`src/hw/rtl/lmrs_pkg.sv`:
```
// Package for the LED matrix row-scan serializer.
// Holds sizes, item/result types, FSM state codes and controller commands.
// No dependencies.
package lmrs_pkg;

	localparam int ROWS   = 16;
	localparam int COLS   = 8;
	localparam int ROW_W  = $clog2(ROWS);
	localparam int COL_W  = (COLS > 1) ? $clog2(COLS) : 1;
	localparam int BITS   = COLS + ROWS;
	localparam int CNT_W  = $clog2(BITS);

	localparam logic ACT_WRITE = 1'b0;
	localparam logic ACT_SCAN  = 1'b1;

	typedef struct packed {
		logic       action;
		logic [3:0] row_index;
		logic [2:0] column_index;
		logic       pixel_on;
	} item_t;

	typedef struct packed {
		logic serial_bit;
		logic is_latch;
		logic last;
	} result_t;

	typedef enum logic [2:0] {
		ST_IDLE  = 3'b001,
		ST_SHIFT = 3'b010,
		ST_LATCH = 3'b100
	} state_t;

	typedef struct packed {
		logic write_px;
		logic load_row;
		logic shift;
		logic latch;
	} cmd_t;

endpackage

```
`src/hw/rtl/lmrs_ctrl.sv`:
```
// Controller FSM for the LED matrix row-scan serializer.
// Sequences shift and latch steps; issues commands to lmrs_dp.
// Depends on lmrs_pkg.
module lmrs_ctrl (
	input  logic                   clk,
	input  logic                   arst_n,
	input  logic                   start,
	input  logic                   action,
	output logic                   busy,
	output logic                   strobe,
	output lmrs_pkg::cmd_t         cmd
);

	localparam logic [lmrs_pkg::CNT_W-1:0] CNT_LAST = lmrs_pkg::CNT_W'(lmrs_pkg::BITS - 1);

	lmrs_pkg::state_t              state_q, state_d;
	logic [lmrs_pkg::CNT_W-1:0]    cnt_q;
	logic                          accept;

	assign accept = start && (state_q == lmrs_pkg::ST_IDLE);

	always_comb begin
		state_d = state_q;
		case (state_q)
			lmrs_pkg::ST_IDLE: begin
				if (accept && action == lmrs_pkg::ACT_SCAN)
					state_d = lmrs_pkg::ST_SHIFT;
			end
			lmrs_pkg::ST_SHIFT: begin
				if (cnt_q == CNT_LAST)
					state_d = lmrs_pkg::ST_LATCH;
			end
			lmrs_pkg::ST_LATCH: begin
				state_d = lmrs_pkg::ST_IDLE;
			end
			default: begin
				state_d = lmrs_pkg::ST_IDLE;
			end
		endcase
	end

	always_ff @(posedge clk or negedge arst_n) begin
		if (!arst_n) begin
			state_q <= lmrs_pkg::ST_IDLE;
			cnt_q   <= '0;
		end else begin
			state_q <= state_d;
			if ((state_q == lmrs_pkg::ST_SHIFT) && (cnt_q != CNT_LAST))
				cnt_q <= cnt_q + 1'b1;
			else
				cnt_q <= '0;
		end
	end

	assign busy         = (state_q != lmrs_pkg::ST_IDLE);
	assign strobe       = (state_q == lmrs_pkg::ST_SHIFT) || (state_q == lmrs_pkg::ST_LATCH);
	assign cmd.write_px = accept && (action == lmrs_pkg::ACT_WRITE);
	assign cmd.load_row = accept && (action == lmrs_pkg::ACT_SCAN);
	assign cmd.shift    = (state_q == lmrs_pkg::ST_SHIFT);
	assign cmd.latch    = (state_q == lmrs_pkg::ST_LATCH);

	a_latch_after_shift: assert property (@(posedge clk) disable iff (!arst_n)
		(state_q == lmrs_pkg::ST_LATCH) |-> $past(state_q == lmrs_pkg::ST_SHIFT))
		else $error("latch step not preceded by shift step");

	a_idle_after_latch: assert property (@(posedge clk) disable iff (!arst_n)
		(state_q == lmrs_pkg::ST_LATCH) |=> (state_q == lmrs_pkg::ST_IDLE))
		else $error("controller did not return to idle after latch");

	a_cnt_range: assert property (@(posedge clk) disable iff (!arst_n)
		cnt_q <= CNT_LAST)
		else $error("shift count beyond run length");

	a_no_cmd_overlap: assert property (@(posedge clk) disable iff (!arst_n)
		$onehot0({cmd.write_px, cmd.load_row, cmd.shift, cmd.latch}))
		else $error("controller issued overlapping commands");

endmodule

```
`src/hw/rtl/lmrs_dp.sv`:
```
// Datapath for the LED matrix row-scan serializer.
// Frame store, scan row counter and the output shift register.
// Depends on lmrs_pkg; driven by commands from lmrs_ctrl.
module lmrs_dp (
	input  logic                 clk,
	input  logic                 arst_n,
	input  lmrs_pkg::cmd_t       cmd,
	input  lmrs_pkg::item_t      item,
	output lmrs_pkg::result_t    result
);

	logic [lmrs_pkg::COLS-1:0]  frame_q [lmrs_pkg::ROWS];
	logic [lmrs_pkg::ROW_W-1:0] scan_row_q;
	logic [lmrs_pkg::ROW_W-1:0] row_next;
	logic [lmrs_pkg::BITS-1:0]  sr_q;
	logic [lmrs_pkg::ROWS-1:0]  row_sel;
	logic                       wr_in_range;
	logic [lmrs_pkg::ROW_W-1:0] wr_row;
	logic [lmrs_pkg::COL_W-1:0] wr_col;

	assign wr_in_range = (32'(item.row_index) < lmrs_pkg::ROWS) &&
	                     (32'(item.column_index) < lmrs_pkg::COLS);
	assign wr_row = lmrs_pkg::ROW_W'(item.row_index);
	assign wr_col = lmrs_pkg::COL_W'(item.column_index);

	assign row_next = (32'(scan_row_q) == lmrs_pkg::ROWS - 1) ? '0 : scan_row_q + 1'b1;
	// row-select word goes out LSB first with bit (ROWS-1-row) set; reversed, that is 1 << row
	assign row_sel  = lmrs_pkg::ROWS'(1) << row_next;

	always_ff @(posedge clk or negedge arst_n) begin
		if (!arst_n) begin
			for (int r = 0; r < lmrs_pkg::ROWS; r++)
				frame_q[r] <= '0;
			scan_row_q <= '0;
		end else begin
			if (cmd.write_px && wr_in_range)
				frame_q[wr_row][wr_col] <= item.pixel_on;
			if (cmd.load_row)
				scan_row_q <= row_next;
		end
	end

	// column bits are active low, highest column shifted first
	always_ff @(posedge clk) begin
		if (cmd.load_row)
			sr_q <= {~frame_q[row_next], row_sel};
		else if (cmd.shift)
			sr_q <= {sr_q[lmrs_pkg::BITS-2:0], 1'b0};
	end

	assign result.serial_bit = cmd.shift & sr_q[lmrs_pkg::BITS-1];
	assign result.is_latch   = cmd.latch;
	assign result.last       = cmd.latch;

endmodule

```
`src/hw/rtl/led_matrix_row_scan_serializer.sv`:
```
// LED matrix row-scan serializer, top level: lmrs_ctrl + lmrs_dp.
// Write item: no results, busy stays low.
// Scan tick: busy until the latch result is out; results start the cycle after the transfer, one per cycle
// (24 shift bits then the latch); the next start is taken only once the controller is idle again.
// Results are strobed for one cycle each; the receiver cannot stall.
// Reset (arst_n low, async): frame store dark, scan row 0, controller idle.
module led_matrix_row_scan_serializer (
	input  logic                 clk,
	input  logic                 arst_n,
	input  logic                 start,
	input  lmrs_pkg::item_t      item,
	output logic                 busy,
	output logic                 strobe,
	output lmrs_pkg::result_t    result
);

	lmrs_pkg::cmd_t cmd;

	lmrs_ctrl u_ctrl (
		.clk    (clk),
		.arst_n (arst_n),
		.start  (start),
		.action (item.action),
		.busy   (busy),
		.strobe (strobe),
		.cmd    (cmd)
	);

	lmrs_dp u_dp (
		.clk    (clk),
		.arst_n (arst_n),
		.cmd    (cmd),
		.item   (item),
		.result (result)
	);

endmodule
```
`config.mk`:
```
export PLATFORM = sky130hd
export DESIGN_NAME = led_matrix_row_scan_serializer
export DESIGN_NICKNAME = d
export VERILOG_FILES = /design/src/hw/rtl/lmrs_pkg.sv /design/src/hw/rtl/lmrs_ctrl.sv /design/src/hw/rtl/lmrs_dp.sv /design/src/hw/rtl/led_matrix_row_scan_serializer.sv
export SDC_FILE = /design/constraint.sdc
export NUM_CORES = 1
export LEC_CHECK = 0
export ABC_AREA = 1
export BUFFER_PORTS_ARGS = -buffer_cell sky130_fd_sc_hd__buf_2
export CORE_UTILIZATION = 50
export DETAILED_ROUTE_END_ITERATION = 16
export GPL_ROUTABILITY_DRIVEN = 0
export PLACE_DENSITY = 0.68
export SLEW_MARGIN = 5
export SYNTH_ARGS = -nofsm -noshare
export SYNTH_HDL_FRONTEND = slang
export SYNTH_SLANG_ARGS = --single-unit
export TNS_END_PERCENT = 20
```
`constraint.sdc`:
```
create_clock -name clk -period 2.1 [get_ports clk]
set_input_delay 0.42 -clock clk [delete_from_list [all_inputs] [get_ports clk]]
set_output_delay 0.42 -clock clk [all_outputs]
set_load 0.01 [all_outputs]
```
==> metrics.txt, run 1 <==
status finished clean; port bufs 16; Die Area approximately 17000 µm²; reg2reg start u_dp.scan_row_q[0]$_DFFE_PN0P_; Initial Utilization 51.58%; clk sinks 164; Pre-antenna DRT Iters 7; drt via density 5.690; fillers 1453; clk root buf clkbuf_16; fin cells 1301; Min Hold Slack 441.4 ps; first-pass GRT wire length roughly 37000 µm; Num CTS Buffers 17; most frequent cells in the layout nand3_1 (227), nor2_1 (185), nand2_1 (155), dfrtp_1 (138), a21oi_1 (123); Hold Crit Endpoint u_ctrl.state_q[0]$_DFFE_PN1P_; Sw Ratio 35.57%; largest net degree at the start of global routing 67; DRT antenna net count 0; synthesized area per cell 7.831 µm²; Crit Path Category flop to flop; Synth area leaders dfrtp_1 (42%), nand3_1 (14%), edfxtp_1 (8.8%); Post-Syn Instances 1050; Area Growth Syn to Fin 15.61%; share of layout cells above drive strength 1 11.15%; Worst Skew just under 9 ps; Max Slew Vio Count 0; Layout Nets between 1000 and 1500; Global Route Usage Sum 28.80%; power per cell area 1106 nW/µm²; Gate power share between 30% and 40%; yosys warns 0; drt wl/cell 17.35 µm; vias in the first global route 7024; CP Data Arrival Time 2170 ps; top cell type's share of synthesized area 42.30%; Seq/Total Area, Yosys 51.38%; Reg2Reg Depth 9; Pint 6.775 mW; Final Hold Vio Count 0; DP Area roughly 8800 µm²; dominant cell type by area after synthesis dfrtp_1; Hold Path Class input pin to flop; Die Y 130.2 µm; min cycle time layout 2000 ps; # Max-Cap Violations 0; CP Capture Type flop; grt ovf 0; CTS tree built; Post-Syn Area 8223 µm²; clock share of power 32.9%; Flop pwr share 34.8%; Ports 17; Yosys cell types 24; #FFs+latches synth 164; most common cell after layout, fill and taps aside nand3_1; Final Routed Wirelength ~23000 µm; worst vdd rail ir drop 0.8764 mV; r2r endpoint u_dp.sr_q[20]$_DFFE_PP_; RSZ-0062 raised after global routing true; worst-path maximum fanout 45; setup bufs post-CTS 0; number of remaining DRC errors 0; CP required 2270 ps; clock latency on the worst-skew pair 430 ps; HP Start item[8]; H-tree levels 4; R2R Setup Slk approximately 100 ps; initial antenna violation count 0; HPWL Detailed 14740 µm; LEAKAGE 4.141 nW; Final Cycle Share 95.25%; crit path launch type flop; measured slew at the worst slew-check pin 690.7 ps; die width approximately 130 µm; achievable clock frequency 499.9 MHz; clk buf depth 2; final instance area ~9500 µm²; Final Setup Violations 0; NetSw 3.741 mW; placement row count 46; initial DRC count 711; Final WS setup 99.69 ps; CTS clk-pin slew, worst paths around 60 ps; core box area between 15000 and 20000 µm²; post-layout util 59.63%; WHS Path Cells 4; post-place setup slack 15.10 ps; Synthesized Nets about 1100; placed cells around 1300; vias 7403; # diodes 0; Max-slew headroom 53.78%
-- logic make-up (layout without fill, tap and decap cells) --
logic type | after synthesis | after routing | synth area share, %
AO/OA/AOI/OAI | 184 | 184 | 11.23
adder cells (fa/ha/maj) | 6 | 6 | 0.9129
buffers and inverters | 113 | 148 | 5.752
XOR/XNOR | 1 | 1 | 0.1065
AND/OR/NAND/NOR | 582 | 582 | 30.61
flip-flops | 164 | 164 | 51.38
-- power by group through the flow --
stage	registers [mW]	logic (mW)	clock network [mW]
final	3.66	3.40	3.46
after global routing	3.68	3.70	3.63
after CTS	3.65	3.34	3.50
after detailed placement	3.70	3.30	0
after global placement	3.70	3.28	0
after floorplan	3.67	2.15	0
-- how the worst max path moves through the flow --
stage / slack, ps / start / endpoint
after global placement: 50 / u_dp.scan_row_q[0]$_DFFE_PN0P_ / u_dp.sr_q[19]$_DFFE_PP_
final: 100 / u_dp.scan_row_q[0]$_DFFE_PN0P_ / u_dp.sr_q[20]$_DFFE_PP_
after detailed placement: 20 / u_dp.scan_row_q[0]$_DFFE_PN0P_ / u_dp.sr_q[19]$_DFFE_PP_
after global routing: -30 / u_ctrl.state_q[0]$_DFFE_PN1P_ / u_dp.frame_q[6]$_DFFE_PN0P_
after CTS: 20 / u_ctrl.state_q[0]$_DFFE_PN1P_ / u_dp.frame_q[101]$_DFFE_PN0P_
after floorplan: -10 / u_dp.scan_row_q[0]$_DFFE_PN0P_ / u_dp.sr_q[22]$_DFFE_PP_
-- critical path, cell delays in order (launching register included) --
cell     delay (ps)
dfrtp_2         420
ha_2            230
nand3_4         140
nand2_2         130
buf_12          240
nand2_1         100
nand3_1         120
nand3_1         100
nand3_1         130
nand3_1          90
-- metrics by stage --
stage          total power [mW]  TNS, ps
5_1_grt                   11.02   -98.97
3_5_place_dp              7.007        0
3_3_place_gp              6.980        0
4_1_cts                   10.48        0
6_report                  10.52        0
2_1_floorplan             5.815   -13.44
-- metal layers --
metal / GRT usage, % / up-vias / part of all wire [%]
li1: - / 3561 / -
met1: 39.88 / 3526 / 45
met2: 44.62 / 280 / 46
met3: 5.699 / 36 / 6.2
met4: 11.22 / 0 / 2.5
met5: 0 / - / 0
-- layout make-up --
type | instances | area [µm²] | share of cell area [%]
Sequential cell | 164 | 4227 | 44.46
Multi-Input combinational cell | 773 | 3567 | 37.52
Timing Repair Buffer | 68 | 595.6 | 6.265
Clock buffer | 20 | 489.2 | 5.146
Tap cell | 216 | 270.3 | 2.843
Inverter | 48 | 186.4 | 1.961
Clock inverter | 12 | 171.4 | 1.803
-- sequential cells by signal (all words and copies together), names as in the netlist --
signal and cells:
u_ctrl.cnt_q 5, u_ctrl.state_q 3, u_dp.frame_q 128, u_dp.scan_row_q 4, u_dp.sr_q 24
-- cell usage after synthesis --
cell,instances
nand3_2,2
clkbuf_1,35
xor2_1,1
o31ai_1,1
a21oi_1,123
dfstp_2,1
edfxtp_1,24
o21ai_0,60
buf_2,17
nand2_1,156
nor2_1,185
nor2_2,4
inv_2,1
ha_1,6
nor3_2,1
nor3_1,1
nand3b_2,1
buf_4,7
dfrtp_1,139
nand3_1,228
nand2_2,4
clkinv_2,1
buf_1,6
inv_1,46
-- repair_timing --
| action | CTS | global route |
|---|---|---|
| hold buffers | 1 | 0 |
| setup endpoints to repair | 4 | 67 |
| resized for setup | 2 | 9 |
| hold endpoints to repair | 35 | 0 |
No activity file was read; power rests on OpenSTA's default activity.
==> run 2, diff against run 1 <==
Settings changed: CORE_ASPECT_RATIO from default to 1.75.
Clock period 2.1 ns to 1.8 ns, I/O delays scaled along.
==> metrics.txt, run 2 (synthesis gave the netlist of run 1 again) <==
status finished with violations; failing checks setup timing; r2r endpoint u_dp.sr_q[20]$_DFFE_PP_; sum of negative setup slack -66.96 ps (-66.96 ps); CP Capture Type output port; Max Slew Vio Count 0 (unchanged); Area Growth Syn to Fin 24.25%; Global Route Usage Sum 30.60% (+1.8 points); grt ovf 0 (unchanged); Die Y 171.6 µm (+32%); first-pass GRT wire length 39300 µm (+6.3%); clock latency on the worst-skew pair 440 ps (about the same); Hold Path Class input pin to flop; Top reg by flops u_dp.frame_q; Final Setup Violations 6 (+6); measured slew at the worst slew-check pin 538.7 ps (-152.0 ps); vias 7817 (+5.6%); Final WS setup -39.72 ps (-139.4 ps); H-tree levels 4 (unchanged); min cycle time layout 1840 ps; Critical path origin u_ctrl.state_q[0]$_DFFE_PN1P_; most common cell after layout, fill and taps aside nand3_1; fin cells 1313 (+0.92%); Final Routed Wirelength 24850 µm (+10%); crit path launch type flop; RSZ-0062 raised after global routing true; achievable clock frequency 543.6 MHz; CP required 1440 ps (-830 ps); HPWL Detailed 16610 µm (+13%); Tot Pwr 12.95 mW (+23%); initial DRC count 663 (-6.8%); largest net degree at the start of global routing 49 (-27%); Reg2Reg Depth 9 (unchanged); initial antenna violation count 0 (unchanged); Die Area 16980 µm² (+0.12%); Layout Nets 1129 (+3.6%); biggest regs u_dp.frame_q: 128 flops, u_dp.sr_q: 24 flops, u_ctrl.cnt_q: 5 flops; vias in the first global route 7643 (+8.8%); Final Cycle Share 102.2%; CTS tree built; R2R Setup Slk -10 ps (-110 ps); Pre-antenna DRT Iters 7 (unchanged); DRT antenna net count 0 (unchanged); share of layout cells above drive strength 1 19.31% (+8.2 points); most frequent cells in the layout nand3_1 (202), nor2_1 (163), nand2_1 (154), dfrtp_1 (139), a21oi_1 (122); placement row count 61 (+33%); Ports 17 (unchanged); reg2reg start u_ctrl.state_q[0]$_DFFE_PN1P_; placed cells 1267 (-0.079%); clk buf depth 2 (unchanged); clk sinks 164 (unchanged); worst vdd rail ir drop 0.7813 mV (-11%); drt via density 5.954 (+4.6%); Final Hold Vio Count 0 (unchanged); # Max-Cap Violations 0 (unchanged); clk root buf clkbuf_16; power per cell area 1267 nW/µm² (+15%); Max-slew headroom 64.09% (+10 points); CP Data Arrival Time 1480 ps (-690 ps); drt wl/cell 18.93 µm (+9.1%); LEAKAGE 4.443 nW (+7.3%); number of remaining DRC errors 0 (unchanged); core box area 15950 µm² (about the same); # diodes 0 (unchanged); worst-path maximum fanout 3 (-93%); fillers 1340 (-7.8%); Crit Path Category flop to output port; die width 98.94 µm (-24%); max reg flops 128 (unchanged); CTS clk-pin slew, worst paths 70 ps (about the same); Worst Skew 6.497 ps (-2.161 ps); Initial Utilization 51.55% (about the same); port bufs 16 (unchanged); Num CTS Buffers 17 (unchanged); crit path to busy
## run 2: final cells by class
cell class	instances	area (µm²)	share of cell area (%)
sequential	164	4225	41.35
multi-input combinational	773	3810	37.29
timing repair buffer	106	1111	10.87
clock buffer	20	489.2	4.788
tap	189	236.5	2.314
inverter	48	210.2	2.057
clock inverter	12	130.1	1.274
timing repair inverter	1	5.005	0.04898
## run 2: stage by stage
stage	hold slack [ps]	utilization, %	area, µm²	worst slack (ps)
after floorplan	64.41	-	8356	-31.77
after CTS	326.7	61.75	9851	-1.302
after global routing	312.2	64.05	10220	-87.24
after global placement	352.4	57.28	9138	-15.10
final	295.2	64.05	10220	-39.72
after detailed placement	350.8	57.28	9138	-81.55
## run 2: per-layer routing
metal | global-route usage (%) | vias up | share of wire (%)
met5 | 0 | - | 0
met4 | 21.03 | 0 | 5.5
met3 | 4.429 | 92 | 5.0
met2 | 54.15 | 335 | 52
met1 | 33.69 | 3732 | 38
li1 | - | 3658 | -
## run 2: worst max-delay path, cell delays in order, from the launching register on
cell and delay (ps):
dfstp_2 540, inv_2 50, nor3_4 210, inv_1 100, buf_2 150
## run 2: how the worst min path moves through the flow
stage	from	to	slack, ps	cells past startpoint
3_5_place_dp	arst_n	u_ctrl.cnt_q[0]$_DFF_PN0_	350	1
3_3_place_gp	arst_n	u_dp.frame_q[47]$_DFFE_PN0P_	350	1
6_report	item[8]	u_ctrl.state_q[0]$_DFFE_PN1P_	300	4
2_1_floorplan	arst_n	u_ctrl.cnt_q[0]$_DFF_PN0_	60	0
4_1_cts	item[8]	u_ctrl.state_q[0]$_DFFE_PN1P_	330	4
5_1_grt	item[8]	u_ctrl.state_q[0]$_DFFE_PN1P_	310	4
## run 2: report_power, final
group	leakage (nW)	switching (mW)	internal (mW)
registers	2.15	0.180	4.09
clock network	0.308	1.63	2.16
logic	1.99	3.03	1.87
total	4.44	4.84	8.11
## run 2: what timing repair did
action	in CTS	in global routing
hold buffers	1	0
setup endpoints to repair	107	110
gates cloned	1	3
pin swaps	1	5
setup buffers	1	8
resized for setup	12	77
endpoints found under the hold margin	40	0
==> run 3, diff against run 2 <==
Settings changed: SKIP_CTS_REPAIR_TIMING from default to 1.
==> metrics.txt, run 3 (synthesis gave the netlist of run 1 again) <==
status finished with violations; failing checks setup timing; port bufs 16 (unchanged); Hold Crit Endpoint u_ctrl.state_q[0]$_DFFE_PN1P_; first-pass GRT wire length 38990 µm (-0.81%); Max Slew Vio Count 0 (unchanged); Top reg by flops u_dp.frame_q; Hold Path Class input pin to flop; Final Cycle Share 100.6% (-1.6 points); clk buf depth 2 (unchanged); CP max stage cell dfstp_2; clk sinks 164 (unchanged); worst vdd rail ir drop 0.7751 mV (-0.79%); R2R Setup Slk -10 ps (about the same); drt via density 5.962 (+0.14%); cells along the critical path inv_2, nor3_4, nand3b_4, buf_6, nor2_4, clkbuf_16, a21oi_1, a21oi_1; most frequent CP cell a21oi_1; final instance area 10200 µm² (-0.15%); CTS clk-pin slew, worst paths 70 ps (about the same); vias 7798 (-0.24%); Final Setup Violations 4 (-2); Die Y 171.6 µm (unchanged); measured slew at the worst slew-check pin 538.4 ps (-0.2344 ps); vias in the first global route 7586 (-0.75%); biggest regs u_dp.frame_q: 128 flops, u_dp.sr_q: 24 flops, u_ctrl.cnt_q: 5 flops; Pre-antenna DRT Iters 6 (-1); Die Area 16980 µm² (unchanged); sum of negative setup slack -25.32 ps (+41.64 ps); CP Capture Type flop; # diodes 0 (unchanged); Final Hold Vio Count 0 (unchanged); max incr delay on CP 540 ps (about the same); clock latency on the worst-skew pair 440 ps (about the same); reg2reg start u_ctrl.state_q[0]$_DFFE_PN1P_; fillers 1334 (-0.45%); WHS Path Cells 4 (unchanged); r2r endpoint u_dp.frame_q[88]$_DFFE_PN0P_; Initial Utilization 51.55% (unchanged); Crit Path Category flop to flop; HP Start item[8]; min cycle time layout 1811 ps (-28.29 ps); Final Routed Wirelength 24930 µm (+0.30%); RSZ-0062 raised after global routing true; die width 98.94 µm (unchanged); worst-path maximum fanout 8 (+5); largest net degree at the start of global routing 49 (unchanged); Final WS setup -11.43 ps (+28.29 ps); most common cell after layout, fill and taps aside nand3_1; Reg2Reg Depth 8 (-1); max reg flops 128 (unchanged); power per cell area 1257 nW/µm² (-0.79%); placement row count 61 (unchanged); clk root buf clkbuf_16; Num CTS Buffers 17 (unchanged); Min Hold Slack 344.4 ps (+49.17 ps); CP required 2150 ps (+710 ps); CP Data Arrival Time 2170 ps (+690 ps); Max-slew headroom 64.10% (about the same); DP Area 9138 µm² (unchanged); initial DRC count 670 (+1.1%); HPWL Detailed 16610 µm (unchanged); CTS tree built; LEAKAGE 4.393 nW (-1.1%); drt wl/cell 19.06 µm (+0.68%); post-place setup slack -81.55 ps (unchanged); Layout Nets 1124 (-0.44%); initial antenna violation count 0 (unchanged); achievable clock frequency 552.1 MHz (+1.6%); Area Growth Syn to Fin 24.07%; core box area 15950 µm² (unchanged); Global Route Usage Sum 30.31% (-0.29 points); DRT antenna net count 0 (unchanged); H-tree levels 4 (unchanged); Worst Skew 9.716 ps (+3.219 ps); grt ovf 0 (unchanged); crit path launch type flop; most frequent cells in the layout nand3_1 (214), nand2_1 (154), nor2_1 (146), dfrtp_1 (139), a21oi_1 (112); share of layout cells above drive strength 1 20.11% (+0.80 points); Ports 17 (unchanged); number of remaining DRC errors 0 (unchanged); FF+latch area 4225 µm² (unchanged); # Max-Cap Violations 0 (unchanged); multi-input logic area 3850 µm² (+1.1%)
## run 3: changes by cell type in the layout (fill, tap and decap cells not counted), sizes merged
cell	previous run	this run
clkbuf	22	23
buf	103	97
## run 3: layer usage
metal	share of wire, %	track usage [%]	wire length, µm	up-vias
met5	0	0	0	-
li1	-	-	-	3641
met1	37	33.40	9276	3741
met3	5.3	4.307	1325	101
met4	5.5	20.83	1367	0
met2	52	53.66	12960	315
## run 3: final cells by class
type / instances / area share (%)
inverters: 48 / 2.036
repair inverters: 1 / 0.08585
multi-input cells: 773 / 37.74
clock inverters: 12 / 1.275
well taps: 189 / 2.318
repair buffers: 101 / 10.34
clock buffers: 20 / 4.795
flip-flops and latches: 164 / 41.42
## run 3: how the worst max path moves through the flow
stage               cells past startpoint                            to                           start
floorplan                              11       u_dp.sr_q[18]$_DFFE_PP_  u_dp.scan_row_q[0]$_DFFE_PN0P_
global route                            8  u_dp.frame_q[32]$_DFFE_PN0P_   u_ctrl.state_q[0]$_DFFE_PN1P_
CTS                                     7       u_dp.sr_q[13]$_DFFE_PP_   u_ctrl.state_q[0]$_DFFE_PN1P_
finish                                  8  u_dp.frame_q[88]$_DFFE_PN0P_   u_ctrl.state_q[0]$_DFFE_PN1P_
global placement                        8        u_dp.sr_q[9]$_DFFE_PP_  u_dp.scan_row_q[0]$_DFFE_PN0P_
detailed placement                      7       u_dp.sr_q[13]$_DFFE_PP_   u_ctrl.state_q[0]$_DFFE_PN1P_
## run 3: critical path: cells and delay by family, from the launching register on
family / cells / cell delay (ps)
simple gates: 3 / 570
flops: 1 / 540
buf+inv: 3 / 430
compound gates: 2 / 180
## run 3: report_power, final
group          switching (mW)  leakage, nW  internal (mW)  total, mW
clock                    1.62        0.308           2.16       3.78
combinational            2.97         1.94           1.81       4.78
sequential              0.184         2.15           4.08       4.27
## run 3: per-stage QoR
step | std cells | utilization, % | power, mW
after floorplan | 1050 | - | 7.135
after global placement | 1267 | 57.28 | 8.564
after detailed placement | 1267 | 57.28 | 8.599
after CTS | 1299 | 61.17 | 12.37
after global routing | 1308 | 63.96 | 13.40
final | 1308 | 63.96 | 12.83
